`config.mk`:
```
export PLATFORM = sky130hd
export DESIGN_NAME = murmur_hash_64b_top
export DESIGN_NICKNAME = d
export VERILOG_FILES = /design/src/rtl/mmh64b_pkg.sv /design/src/rtl/murmur_hash_64b_top.sv
export SDC_FILE = /design/constraint.sdc
export NUM_CORES = 1
export LEC_CHECK = 0
export ABC_AREA = 1
export BUFFER_PORTS_ARGS = -buffer_cell sky130_fd_sc_hd__buf_2
export CAP_MARGIN = 20
export CORE_ASPECT_RATIO = 1.2
export CORE_MARGIN = 2
export CORE_UTILIZATION = 55
export DETAILED_ROUTE_END_ITERATION = 12
export PLACE_DENSITY = 0.78
export SETUP_SLACK_MARGIN = 0.02
export SLEW_MARGIN = 20
export SYNTH_ARGS = -nofsm -noshare
export SYNTH_HDL_FRONTEND = slang
export SYNTH_SLANG_ARGS = --single-unit
```
`constraint.sdc`:
```
create_clock -name clk -period 7.9 [get_ports clk]
set_input_delay 1.58 -clock clk [delete_from_list [all_inputs] [get_ports clk]]
set_output_delay 1.58 -clock clk [all_outputs]
set_load 0.005 [all_outputs]
```
`src/rtl/mmh64b_pkg.sv`:
```
package mmh64b_pkg;

    // Mixing multiplier and shift amounts
    localparam logic [31:0] MIX_MUL    = 32'h5bd1e995;
    localparam int          MIX_SHIFT  = 24;
    localparam logic [31:0] SEED_RESET = 32'hEE6B27EB;
    localparam int          FIN_SH1    = 18;
    localparam int          FIN_SH2    = 22;
    localparam int          FIN_SH3    = 17;
    localparam int          FIN_SH4    = 19;

    // Sequencer states
    typedef enum logic [3:0] {
        S_IDLE,
        S_K1,
        S_K2,
        S_FOLD,
        S_TAIL,
        S_FIN1,
        S_FIN2,
        S_FIN3,
        S_FIN4,
        S_EMIT
    } mmh_state_t;

    // Keep the valid low bytes of a partial word
    function automatic logic [31:0] tail_mask(input logic [2:0] nbytes);
        logic [31:0] m;
        begin
            unique case (nbytes)
                3'd1:    m = 32'h0000_00FF;
                3'd2:    m = 32'h0000_FFFF;
                3'd3:    m = 32'h00FF_FFFF;
                default: m = 32'h0000_0000;
            endcase
            return m;
        end
    endfunction

endpackage

```
`src/rtl/murmur_hash_64b_top.sv`:
```
// MurmurHash64B over a message delivered as little-endian 32-bit words.
// Input channel: in_valid/in_stall with data_word, word_bytes, is_first,
// is_last and message_length (length read only on the first word). A
// transaction is taken when in_valid is high and in_stall is low.
// Output channel: out_valid/out_stall with hash_value, one transaction per
// message, emitted after the word that carries is_last.
// Seed: hash_seed is written when seed_we is high; write only while idle.
// Steps: one 32x32 multiplier is shared by all steps. A whole word passes
// through accept, two key multiplies and a lane multiply, a 1..3 byte word
// through accept and the tail multiply, an empty word through accept only.
// The last word adds the finalization steps S_FIN1..S_FIN4 and the emit
// step that loads the output register.
// The input is stalled while a word is in work; the next word may be
// taken while a hash still waits.
// If the receiver stalls, the hash holds in its output register; a
// following hash waits in the emit step until that register frees up.
// Reset: lanes clear, seed returns to 0xEE6B27EB, no hash is pending.
module murmur_hash_64b_top (
    input  logic        clk,
    input  logic        rst_n,
    input  logic        seed_we,
    input  logic [31:0] hash_seed,
    input  logic        in_valid,
    output logic        in_stall,
    input  logic [31:0] data_word,
    input  logic [2:0]  word_bytes,
    input  logic        is_first,
    input  logic        is_last,
    input  logic [30:0] message_length,
    output logic        out_valid,
    input  logic        out_stall,
    output logic [63:0] hash_value
);
    import mmh64b_pkg::*;

    mmh_state_t  state_reg, state_next;
    logic [31:0] seed_reg;
    logic [31:0] lane_one_reg, lane_one_next;
    logic [31:0] lane_two_reg, lane_two_next;
    logic        lane_sel_reg, lane_sel_next;
    logic [31:0] word_reg, word_next;
    logic [31:0] key_reg, key_next;
    logic [2:0]  nbytes_reg, nbytes_next;
    logic        last_reg, last_next;
    logic        out_valid_reg, out_valid_next;
    logic [63:0] hash_reg, hash_next;
    logic [31:0] mul_a;
    logic [31:0] mul_res;
    logic        in_fire;
    logic        out_free;

    assign in_stall   = (state_reg != S_IDLE);
    assign in_fire    = in_valid && !in_stall;
    assign out_valid  = out_valid_reg;
    assign hash_value = hash_reg;
    assign out_free   = !out_valid_reg || !out_stall;

    // Shared multiplier operand select
    always_comb
    begin
        unique case (state_reg)
            S_K1:    mul_a = word_reg;
            S_K2:    mul_a = key_reg;
            S_FOLD:  mul_a = lane_sel_reg ? lane_two_reg : lane_one_reg;
            S_TAIL:  mul_a = lane_two_reg ^ (word_reg & tail_mask(nbytes_reg));
            S_FIN1:  mul_a = lane_one_reg ^ (lane_two_reg >> FIN_SH1);
            S_FIN2:  mul_a = lane_two_reg ^ (lane_one_reg >> FIN_SH2);
            S_FIN3:  mul_a = lane_one_reg ^ (lane_two_reg >> FIN_SH3);
            S_FIN4:  mul_a = lane_two_reg ^ (lane_one_reg >> FIN_SH4);
            default: mul_a = word_reg;
        endcase
    end

    // Low half of the product is all the hash needs
    assign mul_res = mul_a * MIX_MUL;

    // Sequencer: next state and datapath updates
    always_comb
    begin
        state_next     = state_reg;
        lane_one_next  = lane_one_reg;
        lane_two_next  = lane_two_reg;
        lane_sel_next  = lane_sel_reg;
        word_next      = word_reg;
        key_next       = key_reg;
        nbytes_next    = nbytes_reg;
        last_next      = last_reg;
        hash_next      = hash_reg;
        out_valid_next = out_valid_reg && out_stall;

        unique case (state_reg)
            S_IDLE:
            begin
                if (in_fire)
                begin
                    word_next   = data_word;
                    nbytes_next = word_bytes;
                    last_next   = is_last;
                    if (is_first)
                    begin
                        lane_one_next = seed_reg ^ {1'b0, message_length};
                        lane_two_next = 32'd0;
                        lane_sel_next = 1'b0;
                    end
                    priority if (word_bytes[2])
                        state_next = S_K1;
                    else if (word_bytes != 3'd0)
                        state_next = S_TAIL;
                    else if (is_last)
                        state_next = S_FIN1;
                    else
                        state_next = S_IDLE;
                end
            end
            S_K1:
            begin
                key_next   = mul_res ^ (mul_res >> MIX_SHIFT);
                state_next = S_K2;
            end
            S_K2:
            begin
                key_next   = mul_res;
                state_next = S_FOLD;
            end
            S_FOLD:
            begin
                if (lane_sel_reg)
                    lane_two_next = mul_res ^ key_reg;
                else
                    lane_one_next = mul_res ^ key_reg;
                lane_sel_next = !lane_sel_reg;
                state_next    = last_reg ? S_FIN1 : S_IDLE;
            end
            S_TAIL:
            begin
                lane_two_next = mul_res;
                state_next    = last_reg ? S_FIN1 : S_IDLE;
            end
            S_FIN1:
            begin
                lane_one_next = mul_res;
                state_next    = S_FIN2;
            end
            S_FIN2:
            begin
                lane_two_next = mul_res;
                state_next    = S_FIN3;
            end
            S_FIN3:
            begin
                lane_one_next = mul_res;
                state_next    = S_FIN4;
            end
            S_FIN4:
            begin
                lane_two_next = mul_res;
                state_next    = S_EMIT;
            end
            S_EMIT:
            begin
                // wait for the output register to free up
                if (out_free)
                begin
                    hash_next      = {lane_one_reg, lane_two_reg};
                    out_valid_next = 1'b1;
                    state_next     = S_IDLE;
                end
            end
            default:
            begin
                state_next = S_IDLE;
            end
        endcase
    end

    // Control and lane state
    always_ff @(posedge clk or negedge rst_n)
    begin
        if (!rst_n)
        begin
            state_reg     <= S_IDLE;
            seed_reg      <= SEED_RESET;
            lane_one_reg  <= 32'd0;
            lane_two_reg  <= 32'd0;
            lane_sel_reg  <= 1'b0;
            out_valid_reg <= 1'b0;
        end
        else
        begin
            state_reg     <= state_next;
            lane_one_reg  <= lane_one_next;
            lane_two_reg  <= lane_two_next;
            lane_sel_reg  <= lane_sel_next;
            out_valid_reg <= out_valid_next;
            if (seed_we)
                seed_reg <= hash_seed;
        end
    end

    // Payload registers
    always_ff @(posedge clk)
    begin
        word_reg   <= word_next;
        key_reg    <= key_next;
        nbytes_reg <= nbytes_next;
        last_reg   <= last_next;
        hash_reg   <= hash_next;
    end

    // Lane selector flips on every whole-word fold
    a_fold_toggles: assert property (@(posedge clk) disable iff (!rst_n)
        state_reg == S_FOLD |=> lane_sel_reg != $past(lane_sel_reg))
        else $error("lane selector did not toggle after fold");

    // A first word restarts lane two and the selector
    a_first_restart: assert property (@(posedge clk) disable iff (!rst_n)
        in_fire && is_first |=> lane_two_reg == 32'd0 && !lane_sel_reg)
        else $error("first word did not restart the lanes");

    // Emit loads the output register and frees the input
    a_emit_loads: assert property (@(posedge clk) disable iff (!rst_n)
        state_reg == S_EMIT && out_free |=> out_valid_reg && state_reg == S_IDLE)
        else $error("hash not loaded on emit");

    // A whole word goes to the key multiply next
    a_word_path: assert property (@(posedge clk) disable iff (!rst_n)
        in_fire && word_bytes[2] |=> state_reg == S_K1)
        else $error("whole word did not start key mix");

endmodule

```
Word level (Yosys, flattened, before mapping)
Cells that the tools add are included. Widths: inputs -> output; s select.

Multiply operators: 1. Equality and inequality tests: 17. Multiplexer cells: 25. Bitwise logic cells: 9. Reduce and logical (&&, ||, !) cells: 23.

Operators with widths (count): $mux 32 (8); $pmux 32 s7 (1); $pmux 32 s3 (2); $pmux 24 s3 (1); $pmux 32 s2 (1); $xor 32x32->32 (2); $pmux 4 s9 (1); $and 32x32->32 (1); $mul 32x31->32 const B (1); $xor 32x10->32 (1); $xor 32x13->32 (1); $xor 32x14->32 (1); $xor 32x15->32 (1); $xor 32x31->32 (1); $xor 32x8->32 (1); $eq 4x3->1 const B (4); $mux 3 (4); $ne 2x2->1 const B (5); $reduce_bool 3->1 (3); $eq 4x2->1 const B (2); $eq 4x4->1 const B (2); $mux 4 (2); $reduce_and 4->1 (2); $eq 3x2->1 const B (2); 14 further kinds (25).

Register bits: 234. Bits of input ports: 105. Output and inout bits: 66. Word-level logic and storage cells: 86.

Longest topological paths before layout
Word-level depth: 10. Mapped depth: 46.

Least setup slack after synthesis
No wires, ideal clock.

Path kind: reg-to-reg. From: register state_reg[0]. To: register key_reg[2] (data pin). Setup time: 0.254 ns. Data arrival time: 8.002 ns. Data required time: 7.646 ns. Setup slack: -0.356 ns. Cell stages (with the launch flop): 39. Clock period less this slack: 8.256 ns. Cells stage by stage: dfrtp_1 > inv_1 > nand2_1 > nor2_1 > buf_2 > buf_1 > clkbuf_1 > a21oi_1 > o21ai_0 > a21oi_1 > a21oi_1 > ha_1 > ha_1 > fa_1 > inv_1 > fa_1 > inv_1 > fa_1 > [3 not listed] > fa_1 > inv_1 > fa_1 > inv_1 > ha_1 > a21oi_1 > nor2_1 > a211oi_1 > o21ai_0 > a21oi_1 > nor2_1 > nor2_1 > o211ai_1 > or2_2 > nand2_1 > nand2_1 > xor2_1 > inv_1.

Cells in the longest elaborated chain, start to end: 5. Elaborated cells between the ends (all ways): 12.

RTL lines: start, declared (RTL line murmur_hash_64b_top.sv:36) `mmh_state_t state_reg, state_next;`; start signal, assigned (RTL line murmur_hash_64b_top.sv:190) `state_reg <= state_next;`; $eq 4x4->1, or another cell as far along (RTL line murmur_hash_64b_top.sv:61) `unique case (state_reg)`; $pmux 32 s7 (RTL line murmur_hash_64b_top.sv:61); $mul 32x31->32 (RTL line murmur_hash_64b_top.sv:75) `assign mul_res = mul_a * MIX_MUL;`; $xor 32x8->32 (RTL line murmur_hash_64b_top.sv:117) `key_next = mul_res ^ (mul_res >> MIX_SHIFT);`; $pmux 32 s2 (*) (RTL line murmur_hash_64b_top.sv:91) `unique case (state_reg)`; via key_next[2] (RTL line murmur_hash_64b_top.sv:42) `logic [31:0] key_reg, key_next;`; end signal, assigned (RTL line murmur_hash_64b_top.sv:204) `key_reg <= key_next;`; end, declared (RTL line murmur_hash_64b_top.sv:42).

The timed path passes the listed nets; every way through them passes the cells marked *. A chain may end at the register's enable or synchronous reset.

Worst setup path after layout
From: register state_reg[0]. To: register lane_two_reg[30].

Cells in the longest elaborated chain, start to end: 6. Elaborated cells between the ends (all ways): 22.

RTL lines: $eq 4x4->1, or another cell as far along (RTL line murmur_hash_64b_top.sv:61, murmur_hash_64b_top.sv:91); $pmux 32 s7 (RTL line murmur_hash_64b_top.sv:61); $mul 32x31->32 (RTL line murmur_hash_64b_top.sv:75); $xor 32x32->32 (RTL line murmur_hash_64b_top.sv:128) `lane_two_next = mul_res ^ key_reg;`; $mux 32 (RTL line murmur_hash_64b_top.sv:127) `if (lane_sel_reg)`; $pmux 32 s3 (RTL line murmur_hash_64b_top.sv:91); end signal, assigned (RTL line murmur_hash_64b_top.sv:192) `lane_two_reg <= lane_two_next;`; end, declared (RTL line murmur_hash_64b_top.sv:39) `logic [31:0] lane_two_reg, lane_two_next;`.

Parallel ways exist; a longest one is shown, timed or not. The select of a mux whose other input is x is not followed.

==> metrics.txt <==
DRC Markers=0; Final Instance Count excl. Fillers=3309; syn nets=2797; Synth top area share=19.0%; DIE AREA=39500 um2; Root Buffer Master=clkbuf_16; Final #Nets=3306; Core ar.=37600 um2; min-delay worst type=reg -> reg; min Tclk post-route=8.16 ns; Final Wtd Congestion=1.01; Top FF cell, synth=edfxtp_1; Max Cap Viol=0; Detail Route Antenna Nets=0; post-route worst setup slack=-0.255 ns; commonest cells in the synthesized netlist=inv_1, nand2_1, ha_1, fa_1, nor2_1; Synth area leaders=edfxtp_1, fa_1, ha_1; vias=19100; Mapped Avg Cell Area=9.07 um2; critical path arrival=8.54 ns; CP endpoint kind=flip-flop; ys async rst share=43.6%; Largest register FFs=64; routed wire length=79000 um; Initial DRC Count=1802; H-tree Lvls=1; final hold violation count=0; Num CTS Buffers=25; Boundary Pins=171; DR pass1 iterations=6; largest net degree at the start of global routing=55; met3 WL=6210 um; f_max=123 MHz; area leader, netlist=edfxtp_1; first-pass GRT wire length=114000 um; placed wire-length estimate=60700 um; R2R setup slack=-0.26 ns; number of setup violations in the final report=23; Max Used Layer=met5; R2R cell count=44; Max-slew headroom=28.3%; Worst setup SP type=flip-flop; critical path's slowest cell=fa_1; EDFF count, synth=132; CP Max Fanout=7; Final Cycle Share=103%; Cells after DPL=3193; Die W=182 um; Syn-to-layout area delta=30.7%; sequential area share after synthesis=31.3%; die height=217 um; WL/cell=23.9 um; GRT overflow=0; Max Transition Viols Final=0; FF+latch count, synth=234; share of cells above drive strength 1=32.0%; TritonCTS clock tree=yes; Sink Count=234; worst hold path depth=0; unrepaired setup endpoints after global routing=true; Reg clk slew, reported paths=0.07 ns; met2 WL=37100 um; Ys Warns=0; failing checks=negative setup slack; Required @ worst endpoint=8.28 ns; Mapped Cells=2302; Netlist cell types=52; vias in the first global route=19400; CTS Hold Bufs=0; IO Port Bufs=170; most numerous cell in the Yosys netlist=inv_1; Rows=78; Via-to-Cell Ratio=5.76; worst-skew pair later-pin latency=0.55 ns; Slew @ Worst Pin=1.07 ns; hold path endpoint=hash_value[50]; M1 WL=29000 um; Hold Startpoint=lane_one_reg[18]; Max Buffers Root-to-Sink=3; starting density of the core=55.6%; Worst Skew=0.0163 ns; Global Route Usage Sum=39.0%; critical path type=reg -> reg; synthesized cell area=20900 um2; ant diodes=0; status=finished, violations left; worst reg2reg path endpoint=lane_two_reg[30]; Finished Core Util=72.6%; initial antenna violation count=1; Slowest Stage Delay on Critical Path=0.60 ns; R2R Path Start=state_reg[0]
## metal layers
layer | up-vias | global-route usage [%]
li1 | 8449 | -
met5 | - | 0
met2 | 1084 | 65.7
met1 | 9214 | 46.8
met3 | 313 | 5.24
met4 | 2 | 26.3
## final cells by class
class | count | area [um2]
clock buffer | 31 | 689
clock inverter | 14 | 128
fill | 2712 | 10300
inverter | 494 | 1880
multi-input combinational | 1522 | 13500
sequential | 234 | 6550
tap | 480 | 601
timing repair buffer | 534 | 3940
## per-stage QoR
stage	setup TNS (ns)	area (um2)	worst slack, ns	hold WS (ns)
2_1_floorplan	0	20900	0.0700	0.423
3_3_place_gp	-6.03	24500	-0.516	0.436
3_5_place_dp	-12.96	24500	-0.621	0.433
4_1_cts	-0.00330	26000	-0.00257	0.448
5_1_grt	-7.90	27300	-0.436	0.465
6_report	-2.09	27300	-0.255	0.448
## logic make-up (layout without fill, tap and decap cells)
family / Yosys count / in the layout / share of synthesized area [%]
compound gates: 298 / 298 / 8.56
xor+xnor: 96 / 96 / 4.03
fa+ha+maj: 390 / 390 / 29.8
buf+inv: 546 / 1073 / 9.97
flops: 234 / 234 / 31.3
mux: 31 / 31 / 1.67
simple gates: 707 / 707 / 14.7
## critical path: cells and delay by family, from the launching register on
kind / cells / cell delay [ns]
xor gates and xnor gates: 2 / 0.37
DFF: 1 / 0.45
AOI/OAI and AO/OA: 4 / 0.62
and+or+nand+nor: 14 / 1.29
adders and majority gates: 9 / 3.49
buffers and inverters: 15 / 1.73
## worst max-delay path by stage
stage	start	to	slack, ns	cells past startpoint
floorplan	state_reg[0]	key_reg[2]	0.07	38
global placement	state_reg[0]	key_reg[5]	-0.52	34
detailed placement	state_reg[2]	key_reg[5]	-0.62	38
CTS	state_reg[1]	lane_two_reg[29]	-0.003	41
global route	state_reg[0]	lane_two_reg[30]	-0.44	43
finish	state_reg[0]	lane_two_reg[30]	-0.26	44
## layout by cell type, fill, tap and decap left out, types with 27 or more instances in the layout
cell type,synthesis,final
a21oi_1,94,76
a31oi_1,51,48
buf_2,10,169
buf_4,1,308
buf_6,2,41
clkbuf_16,0,27
dfrtp_1,81,77
edfxtp_1,132,132
fa_1,178,162
ha_1,212,182
inv_1,488,457
inv_2,6,28
mux2_2,31,31
nand2_1,345,317
nand2_2,11,28
nand3_1,120,98
nor2_1,148,126
o21ai_0,76,58
or2_2,35,27
xnor2_1,34,33
xor2_1,62,55
## repair_timing
item                                    4_1_cts  5_1_grt
cloned                                        0        1
gates resized for setup                     116      220
endpoints found under the setup margin       44       45
pin swaps                                    48      101
buffers inserted                             30       42
Power is not shown: default switching activity piles up to over one toggle a cycle in this logic, so the estimate is an artifact.
